File: config.mk
export PLATFORM = sky130hd
export DESIGN_NAME = msct_back
export DESIGN_NICKNAME = d
export VERILOG_FILES = /design/src/msct_pkg.sv /design/src/msct_back.sv
export SDC_FILE = /design/constraint.sdc
export NUM_CORES = 1
export LEC_CHECK = 0
export ABC_CLOCK_PERIOD_IN_PS = 27300
export BUFFER_PORTS_ARGS = -buffer_cell sky130_fd_sc_hd__buf_4
export CELL_PAD_IN_SITES_DETAIL_PLACEMENT = 0
export CELL_PAD_IN_SITES_GLOBAL_PLACEMENT = 1
export CORE_AREA = 2 2 200 202
export DETAILED_ROUTE_END_ITERATION = 7
export DIE_AREA = 0 0 202 204
export PLACE_DENSITY = 0.9
export RECOVER_POWER = 50
export SLEW_MARGIN = 20
export SYNTH_ARGS = -nofsm -noshare
export SYNTH_HDL_FRONTEND = slang
export SYNTH_SLANG_ARGS = --single-unit
File: constraint.sdc
create_clock -name clk -period 27.3 [get_ports clk]
set_clock_uncertainty 0.15 [all_clocks]
set_input_delay 2.73 -clock clk [delete_from_list [all_inputs] [get_ports clk]]
set_output_delay 2.73 -clock clk [all_outputs]
set_load 0.02 [all_outputs]
File: src/msct_pkg.sv
// marching squares triangulator package: point ids and case tables
// no dependencies
`default_nettype none
package msct_pkg;
	typedef enum logic [2:0] {
		P_TL = 3'd0, P_TR = 3'd1, P_BR = 3'd2, P_BL = 3'd3,
		P_CT = 3'd4, P_CR = 3'd5, P_CB = 3'd6, P_CL = 3'd7
	} point_id_t;

	localparam int MaxVerts = 12;

	function automatic logic [3:0] case_count(input logic [3:0] sel);
		logic [3:0] n;
		unique case (sel)
			4'd0: n = 4'd0;
			4'd1, 4'd2, 4'd4, 4'd8: n = 4'd3;
			4'd3, 4'd6, 4'd9, 4'd12, 4'd15: n = 4'd6;
			4'd5, 4'd10: n = 4'd12;
			default: n = 4'd9;
		endcase
		return n;
	endfunction

	// unused slots of a list are padded with P_TL
	function automatic point_id_t case_point(input logic [3:0] sel, input logic [3:0] k);
		point_id_t l [12];
		unique case (sel)
			4'd0: l = '{default: P_TL};
			4'd1: l = '{P_CL, P_CB, P_BL, P_TL, P_TL, P_TL, P_TL, P_TL, P_TL,
				P_TL, P_TL, P_TL};
			4'd2: l = '{P_CR, P_BR, P_CB, P_TL, P_TL, P_TL, P_TL, P_TL, P_TL,
				P_TL, P_TL, P_TL};
			4'd3: l = '{P_CR, P_BR, P_BL, P_BL, P_CL, P_CR, P_TL, P_TL, P_TL,
				P_TL, P_TL, P_TL};
			4'd4: l = '{P_CT, P_TR, P_CR, P_TL, P_TL, P_TL, P_TL, P_TL, P_TL,
				P_TL, P_TL, P_TL};
			4'd5: l = '{P_CT, P_TR, P_CR, P_CT, P_CR, P_CB, P_CT, P_CB, P_BL,
				P_CT, P_BL, P_CL};
			4'd6: l = '{P_CT, P_TR, P_BR, P_CB, P_CT, P_BR, P_TL, P_TL, P_TL,
				P_TL, P_TL, P_TL};
			4'd7: l = '{P_CT, P_TR, P_BR, P_CT, P_BR, P_BL, P_CT, P_BL, P_CL,
				P_TL, P_TL, P_TL};
			4'd8: l = '{P_TL, P_CT, P_CL, P_TL, P_TL, P_TL, P_TL, P_TL, P_TL,
				P_TL, P_TL, P_TL};
			4'd9: l = '{P_TL, P_CT, P_CB, P_CB, P_BL, P_TL, P_TL, P_TL, P_TL,
				P_TL, P_TL, P_TL};
			4'd10: l = '{P_TL, P_CT, P_CR, P_TL, P_CR, P_BR, P_TL, P_BR, P_CB,
				P_TL, P_CB, P_CL};
			4'd11: l = '{P_TL, P_CT, P_CR, P_TL, P_CR, P_BR, P_TL, P_BR, P_BL,
				P_TL, P_TL, P_TL};
			4'd12: l = '{P_TL, P_TR, P_CR, P_CR, P_CL, P_TL, P_TL, P_TL, P_TL,
				P_TL, P_TL, P_TL};
			4'd13: l = '{P_TL, P_TR, P_CR, P_TL, P_CR, P_CB, P_TL, P_CB, P_BL,
				P_TL, P_TL, P_TL};
			4'd14: l = '{P_TL, P_TR, P_BR, P_TL, P_BR, P_CB, P_TL, P_CB, P_CL,
				P_TL, P_TL, P_TL};
			4'd15: l = '{P_TL, P_TR, P_BR, P_TL, P_BR, P_BL, P_TL, P_TL, P_TL,
				P_TL, P_TL, P_TL};
		endcase
		return (k < 4'd12) ? l[k] : P_TL;
	endfunction
endpackage
`default_nettype wire

File: src/msct_back.sv
// back end: walks the case list and emits one vertex per beat
// depends on msct_pkg
`default_nettype none
module msct_back #(
	parameter int W = 24
) (
	input  wire logic clk,
	input  wire logic arst_n,
	input  wire logic cell_valid,
	output logic cell_take,
	input  wire logic [3:0] cell_sel,
	input  wire logic signed [W-1:0] cell_px [8],
	input  wire logic signed [W-1:0] cell_py [8],
	output logic out_valid,
	input  wire logic out_stall,
	output logic signed [W-1:0] vx,
	output logic signed [W-1:0] vy,
	output logic last
);
	import msct_pkg::*;

	logic active_q;
	logic [3:0] sel_q, k_q, n_q;
	logic signed [W-1:0] px_q [8];
	logic signed [W-1:0] py_q [8];
	logic ov_q;
	point_id_t id;
	wire slot_free = !ov_q || !out_stall;

	assign cell_take = cell_valid && !active_q;
	assign id = case_point(sel_q, k_q);
	assign out_valid = ov_q;

	always_ff @(posedge clk or negedge arst_n) begin
		if (!arst_n) begin
			active_q <= 1'b0;
			ov_q <= 1'b0;
			k_q <= '0;
		end else begin
			if (cell_take) begin
				ov_q <= ov_q && out_stall;
				sel_q <= cell_sel;
				n_q <= case_count(cell_sel);
				k_q <= '0;
				px_q <= cell_px;
				py_q <= cell_py;
				active_q <= (case_count(cell_sel) != 4'd0);
			end else if (active_q && slot_free) begin
				ov_q <= 1'b1;
				vx <= px_q[id];
				vy <= py_q[id];
				last <= (k_q == n_q - 4'd1);
				k_q <= k_q + 4'd1;
				if (k_q == n_q - 4'd1) active_q <= 1'b0;
			end else if (!out_stall) begin
				ov_q <= 1'b0;
			end
		end
	end
endmodule
`default_nettype wire
## Word level (Yosys, flattened, before mapping)

Memory sizes are Yosys's and may differ from the RTL's. A register that Yosys moved wholly into a read port is not among the register bits.
Cells that the tools add are included.

| word-level totals | value |
|---|---|
| output and inout bits | 51 |
| bits in read-only memories | 640 |
| memories | 3 |
| word-level logic and storage cells | 69 |
| input bits | 392 |
| register bits | 443 |

Memory list:

| memory | words | bits a word | rd ports | clocked after memory_dff | wr ports | line | source |
|---|---|---|---|---|---|---|---|
| (no name shown) | 16 | 32 | 1 | 1 | 0 | msct_pkg.sv:27 | `unique case (sel)` |
| (no name shown) | 16 | 4 | 1 | 1 | 0 | msct_pkg.sv:14 | `unique case (sel)` |
| (no name shown) | 16 | 4 | 1 | 0 | 0 | msct_pkg.sv:14 |  |

| cells by class | value |
|---|---|
| reductions and logical operators | 13 |
| order comparisons | 3 |
| bitwise logic cells | 3 |
| multiplexer cells | 20 |
| eq/ne operators | 2 |
| add/subtract/negate cells | 2 |

Operators with widths:

| kind | count |
|---|---|
| binary-select mux 24 bit (select 3 bit) | 2 |
| 2-to-1 mux 24 bit | 4 |
| 2-to-1 mux 4 bit | 4 |
| binary-select mux 3 bit (select 4 bit) | 1 |
| 2-to-1 mux 3 bit | 3 |
| 2-to-1 mux 1 bit | 6 |
| >= comparator 5 bit (second input constant) | 1 |
| inverter 4 -> 5 bit | 1 |
| adder 4 x 1 -> 4 bit (second input constant) | 1 |
| == test 4 bit | 1 |
| >= comparator 4 bit (second input constant) | 1 |
| < comparator 4 bit (second input constant) | 1 |
| inverter 3 -> 4 bit | 1 |
| AND reduction 2 bit | 2 |
| nonzero test 2 bit | 2 |
| nonzero test 4 bit | 1 |
| subtractor 4 x 1 -> 4 bit (second input constant) | 1 |
| logical AND 1 bit | 3 |
| logical NOT 1 bit | 3 |
| != test 3 x 2 -> 1 bit (second input constant) | 1 |
| AND reduction 3 bit | 1 |
| logical OR 1 bit | 1 |
| inverter 1 bit | 1 |

## Depth between registers and ports, before layout

| logic depth | value |
|---|---|
| word-level depth | 9 |
| gate-level depth with buffers | 10 |
| mapped depth without buffers | 8 |

## Least setup slack after synthesis

No wires, ideal clock.

| timing | value |
|---|---|
| kind | input to register |
| from | input port cell_valid |
| to | register n_q[0] (enable) |
| cell stages on the path | 3 |
| data required time | 26409 ps |
| buffers on the path | 0 |
| path slack | 15401 ps |
| library setup time | 741 ps |
| arrival | 11008 ps |
| path through | nor2b_1 -> nand2_1 -> inv_1 |

| between the ends | value |
|---|---|
| cells in the longest elaborated chain, start to end | 2 |

RTL lines:

| what | line | source |
|---|---|---|
| start, declared | msct_back.sv:9 | `input wire logic cell_valid,` |
| logical AND 1 bit | msct_back.sv:30 | `assign cell_take = cell_valid && !active_q;` |
| AND reduction 2 bit (no source line) | - |  |
| end, declared | msct_back.sv:23 | `logic [3:0] sel_q, k_q, n_q;` |

No other way between the ends.
A chain may end at the register's enable or synchronous reset.

## Worst setup path after layout

| timing | value |
|---|---|
| from | input port cell_valid |
| to | output port cell_take |

| between the ends | value |
|---|---|
| cells in the longest elaborated chain, start to end | 1 |

RTL lines:

| what | line | source |
|---|---|---|
| logical AND 1 bit | msct_back.sv:30 |  |
| end, declared | msct_back.sv:10 | `output logic cell_take,` |

No other way between the ends.

==> qor.tcl <==
set qor(grt.total_usage) 0.216
set qor(worst_setup_path_end_kind) {output pin}
set qor(synth_area_leader_cell) {sky130_fd_sc_hd__edfxtp_1}
set qor(buffers_inserted_by_post_cts_timing_repair) 0
set qor(synthMostInstantiatedCell) {sky130_fd_sc_hd__edfxtp_1}
set qor(final_layout_size_suffix_gt1_frac) 0.368
set qor(timing_worst_slew_pin_value_ps) 3840
set qor(cts_tree) {done}
set qor(cap_viol_max_count) 2
set qor(clk_pin_slew_ps) 60
set qor(dieArea_um2) 41200
set qor(min-delay-path-class) {flip-flop to flip-flop}
set qor(grt_pass1_vias) 11000
set qor(grt.overflow.total) 0
set qor(detail_route.first_pass.iterations) 5
set qor(via_count) 10600
set qor(cp.required_ps) 24420
set qor(ys_top_cells_by_count) {441 x sky130_fd_sc_hd__edfxtp_1, 200 x sky130_fd_sc_hd__mux2i_1, 50 x sky130_fd_sc_hd__a22o_1}
set qor(maximum_root_to_sink_buffer_count) 3
set qor(outcome) {complete, but fails checks}
set qor(grt_start_max_net_pins) 161
set qor(violated_checks) {capacitance limit, slew limit}
set qor(worstHoldStart) {out_valid$_DFFE_PN0P_}
set qor(synth_cells) 979
set qor(p_leak_nw) 9.27
set qor(drv_slew) 64
set qor(worst_vdd_drop_uv) 79.7
set qor(routabilityCongestion) 0.870
set qor(syn-cell-area_um2) 18500
set qor(die-height_um) 204
set qor(synth.yosys.seq_area_share) 0.753
set qor(postSynthNetCount) 1382
set qor(timing.final.crit_share) 0.226
set qor(drc) 0
set qor(detail_route.wl_per_cell_um) 22.6
set qor(worstHoldPathCells) 2
set qor(clock_latency_on_the_worst_skew_pair_ps) 580
set qor(finalHoldViolCount) 0
set qor(power_per_cell_area_nw_per_um2) 112
set qor(timing.rr.start) {k_q[1]$_DFFE_PN0P_}
set qor(path_max_fanout) 3
set qor(start_util) 0.472
set qor(global_route_wire_length_before_repair_mm) 66.2
set qor(chipWidth_um) 202
set qor(areaGrowthSynthToFinish_pct) 27.9
set qor(final_util) 0.603
set qor(post_drt_via_cell_ratio) 5.32
set qor(critical_path.startpoint_type) {primary input}
set qor(regToRegSetupSlack_ps) 21720
set qor(setup_total_negative_slack_ps) 0
set qor(grt_setup_unrepaired) {false}
set qor(leading_post_synthesis_cells_by_cell_area) {sky130_fd_sc_hd__edfxtp_1 72%, sky130_fd_sc_hd__mux2i_1 11%, sky130_fd_sc_hd__a221oi_2 3.4%, sky130_fd_sc_hd__dfxtp_1 2.8%, sky130_fd_sc_hd__a22o_1 2.4%}
set qor(synth-warning-count) 0
set qor(count_of_antenna_violating_nets_left_after_detailed_routing) 0
set qor(ctsHtreeMaxLevel) 2
set qor(endpoint_worst_hold) {k_q[1]$_DFFE_PN0P_}
set qor(crit_arrival_ps) 3280
set qor(r2r-end) {vx[1]$_DFFE_PP_}
set qor(synthArstFlopShare) 0.0127
set qor(cts_made_buffers) 49
set qor(place_hpwl_mm) 30.6
set qor(reg2reg_depth) 6
set qor(first_iter_violations) 751
set qor(final_critical_delay_including_setup_and_external_delays_ps) 6160
set qor(synth-edff-count) 441
set qor(floorplan.io_pins) 443
set qor(design_power_total_mw) 2.64
set qor(slew_headroom) -1.56
set qor(port_buffers) 442
set qor(postRouteWirelength_mm) 45.1
set qor(synth.avg_cell_area_um2) 18.9
set qor(core_area_um2) 39200
set qor(ctsRootBufferMaster) {sky130_fd_sc_hd__clkbuf_16}
set qor(post_synth_num_cell_types) 55
set qor(grt_antenna_before_repair) 5
set qor(clock_sink_count) 473
set qor(proportion_of_netlist_area_held_by_the_largest_area_contributor) 0.716
set qor(hold_buffers) 0
set qor(cts-resized-gates) 0
set qor(dp_cells) 1905
set qor(clock.fmax_mhz) 162
set qor(post_layout_nonfiller_instances) 1999
set qor(timing.final.setup_violations) 0
set qor(nets) 1834
set qor(row_count) 73
set qor(dominantRegCellSynth) {sky130_fd_sc_hd__edfxtp_1}
set qor(synth_seq_cells) 473
set qor(setup.worst_path.class) {primary input to output pin}
layout make-up:
type                    instances  area [um2]
clock buffers                  62        1390
diodes                          5        12.5
flip-flops and latches        473       13900
inverters                      12        52.6
multi-input cells             440        4180
repair buffers                455        3260
clock inverters                27         166
well taps                     525         657
fillers                      2891       15500
cell usage in the layout (no fill, tap or decap), types with 3 or more instances in the layout:
cell	n
sky130_fd_sc_hd__a21oi_1	11
sky130_fd_sc_hd__a221oi_1	7
sky130_fd_sc_hd__a221oi_2	41
sky130_fd_sc_hd__a22o_1	50
sky130_fd_sc_hd__a31oi_1	4
sky130_fd_sc_hd__and3_1	6
sky130_fd_sc_hd__buf_4	35
sky130_fd_sc_hd__clkbuf_1	51
sky130_fd_sc_hd__clkbuf_16	54
sky130_fd_sc_hd__clkbuf_4	374
sky130_fd_sc_hd__clkinv_1	11
sky130_fd_sc_hd__clkinv_2	10
sky130_fd_sc_hd__dfrtp_1	6
sky130_fd_sc_hd__dfxtp_1	26
sky130_fd_sc_hd__diode_2	5
sky130_fd_sc_hd__edfxtp_1	441
sky130_fd_sc_hd__ha_1	11
sky130_fd_sc_hd__inv_1	11
sky130_fd_sc_hd__mux2i_1	199
sky130_fd_sc_hd__nand2_1	20
sky130_fd_sc_hd__nand2b_1	3
sky130_fd_sc_hd__nand3_1	7
sky130_fd_sc_hd__nor2_1	11
sky130_fd_sc_hd__nor2b_1	4
sky130_fd_sc_hd__nor3_1	5
sky130_fd_sc_hd__o21ai_0	11
sky130_fd_sc_hd__xnor2_1	8
per-layer routing:
metal	global-route usage	routed length [um]
met1	0.269	17600
met2	0.363	22300
met5	0	0
met4	0.0788	1700
met3	0.0598	3550
metrics by stage:
stage | area, um2 | hold WS, ps | setup slack [ps]
after floorplan | 18500 | 446 | 15400
after global placement | 22200 | 498 | 21220
after detailed placement | 22200 | 508 | 21150
after CTS | 23800 | 519 | 21140
after global routing | 23600 | 578 | 20980
final | 23600 | 528 | 21140
registers in the layout (all words and copies together), names as in the netlist, named ones only:
name and count:
active_q 1, vx 24, vy 24, sel_q 4
k_q 4, n_q 4, px_q 192, out_valid 1
py_q 192, last 1
worst max-delay path, stage by stage:
cell                      delay [ps]
sky130_fd_sc_hd__buf_4            90
sky130_fd_sc_hd__nor2b_1         260
sky130_fd_sc_hd__buf_4           200
cell families after synthesis:
group	count (synthesis)	synth area share
flip-flops	473	0.753
multiplexers	207	0.115
buffers and inverters	66	0.0226
AND/OR/NAND/NOR	66	0.0183
adder cells (fa/ha/maj)	11	0.00745
AO/OA/AOI/OAI	148	0.0803
XOR/XNOR	8	0.00379
worst max path at each step:
stage / cells after the start / from / end
floorplan: 3 / cell_valid / n_q[0]$_DFFE_PP_
global placement: 3 / cell_valid / cell_take
detailed placement: 3 / cell_valid / cell_take
CTS: 3 / cell_valid / cell_take
global route: 3 / arst_n / vy[9]$_DFFE_PP_
finish: 3 / cell_valid / cell_take
power breakdown:
| group | total (mW) | leakage (nW) | internal [mW] | switching [mW] |
|---|---|---|---|---|
| registers | 0.977 | 4.30 | 0.935 | 0.0418 |
| clock network | 0.642 | 0.771 | 0.370 | 0.272 |
| logic | 1.02 | 4.20 | 0.424 | 0.597 |
| total | 2.64 | 9.27 | 1.73 | 0.910 |
No activity file was read; power rests on OpenSTA's default activity.
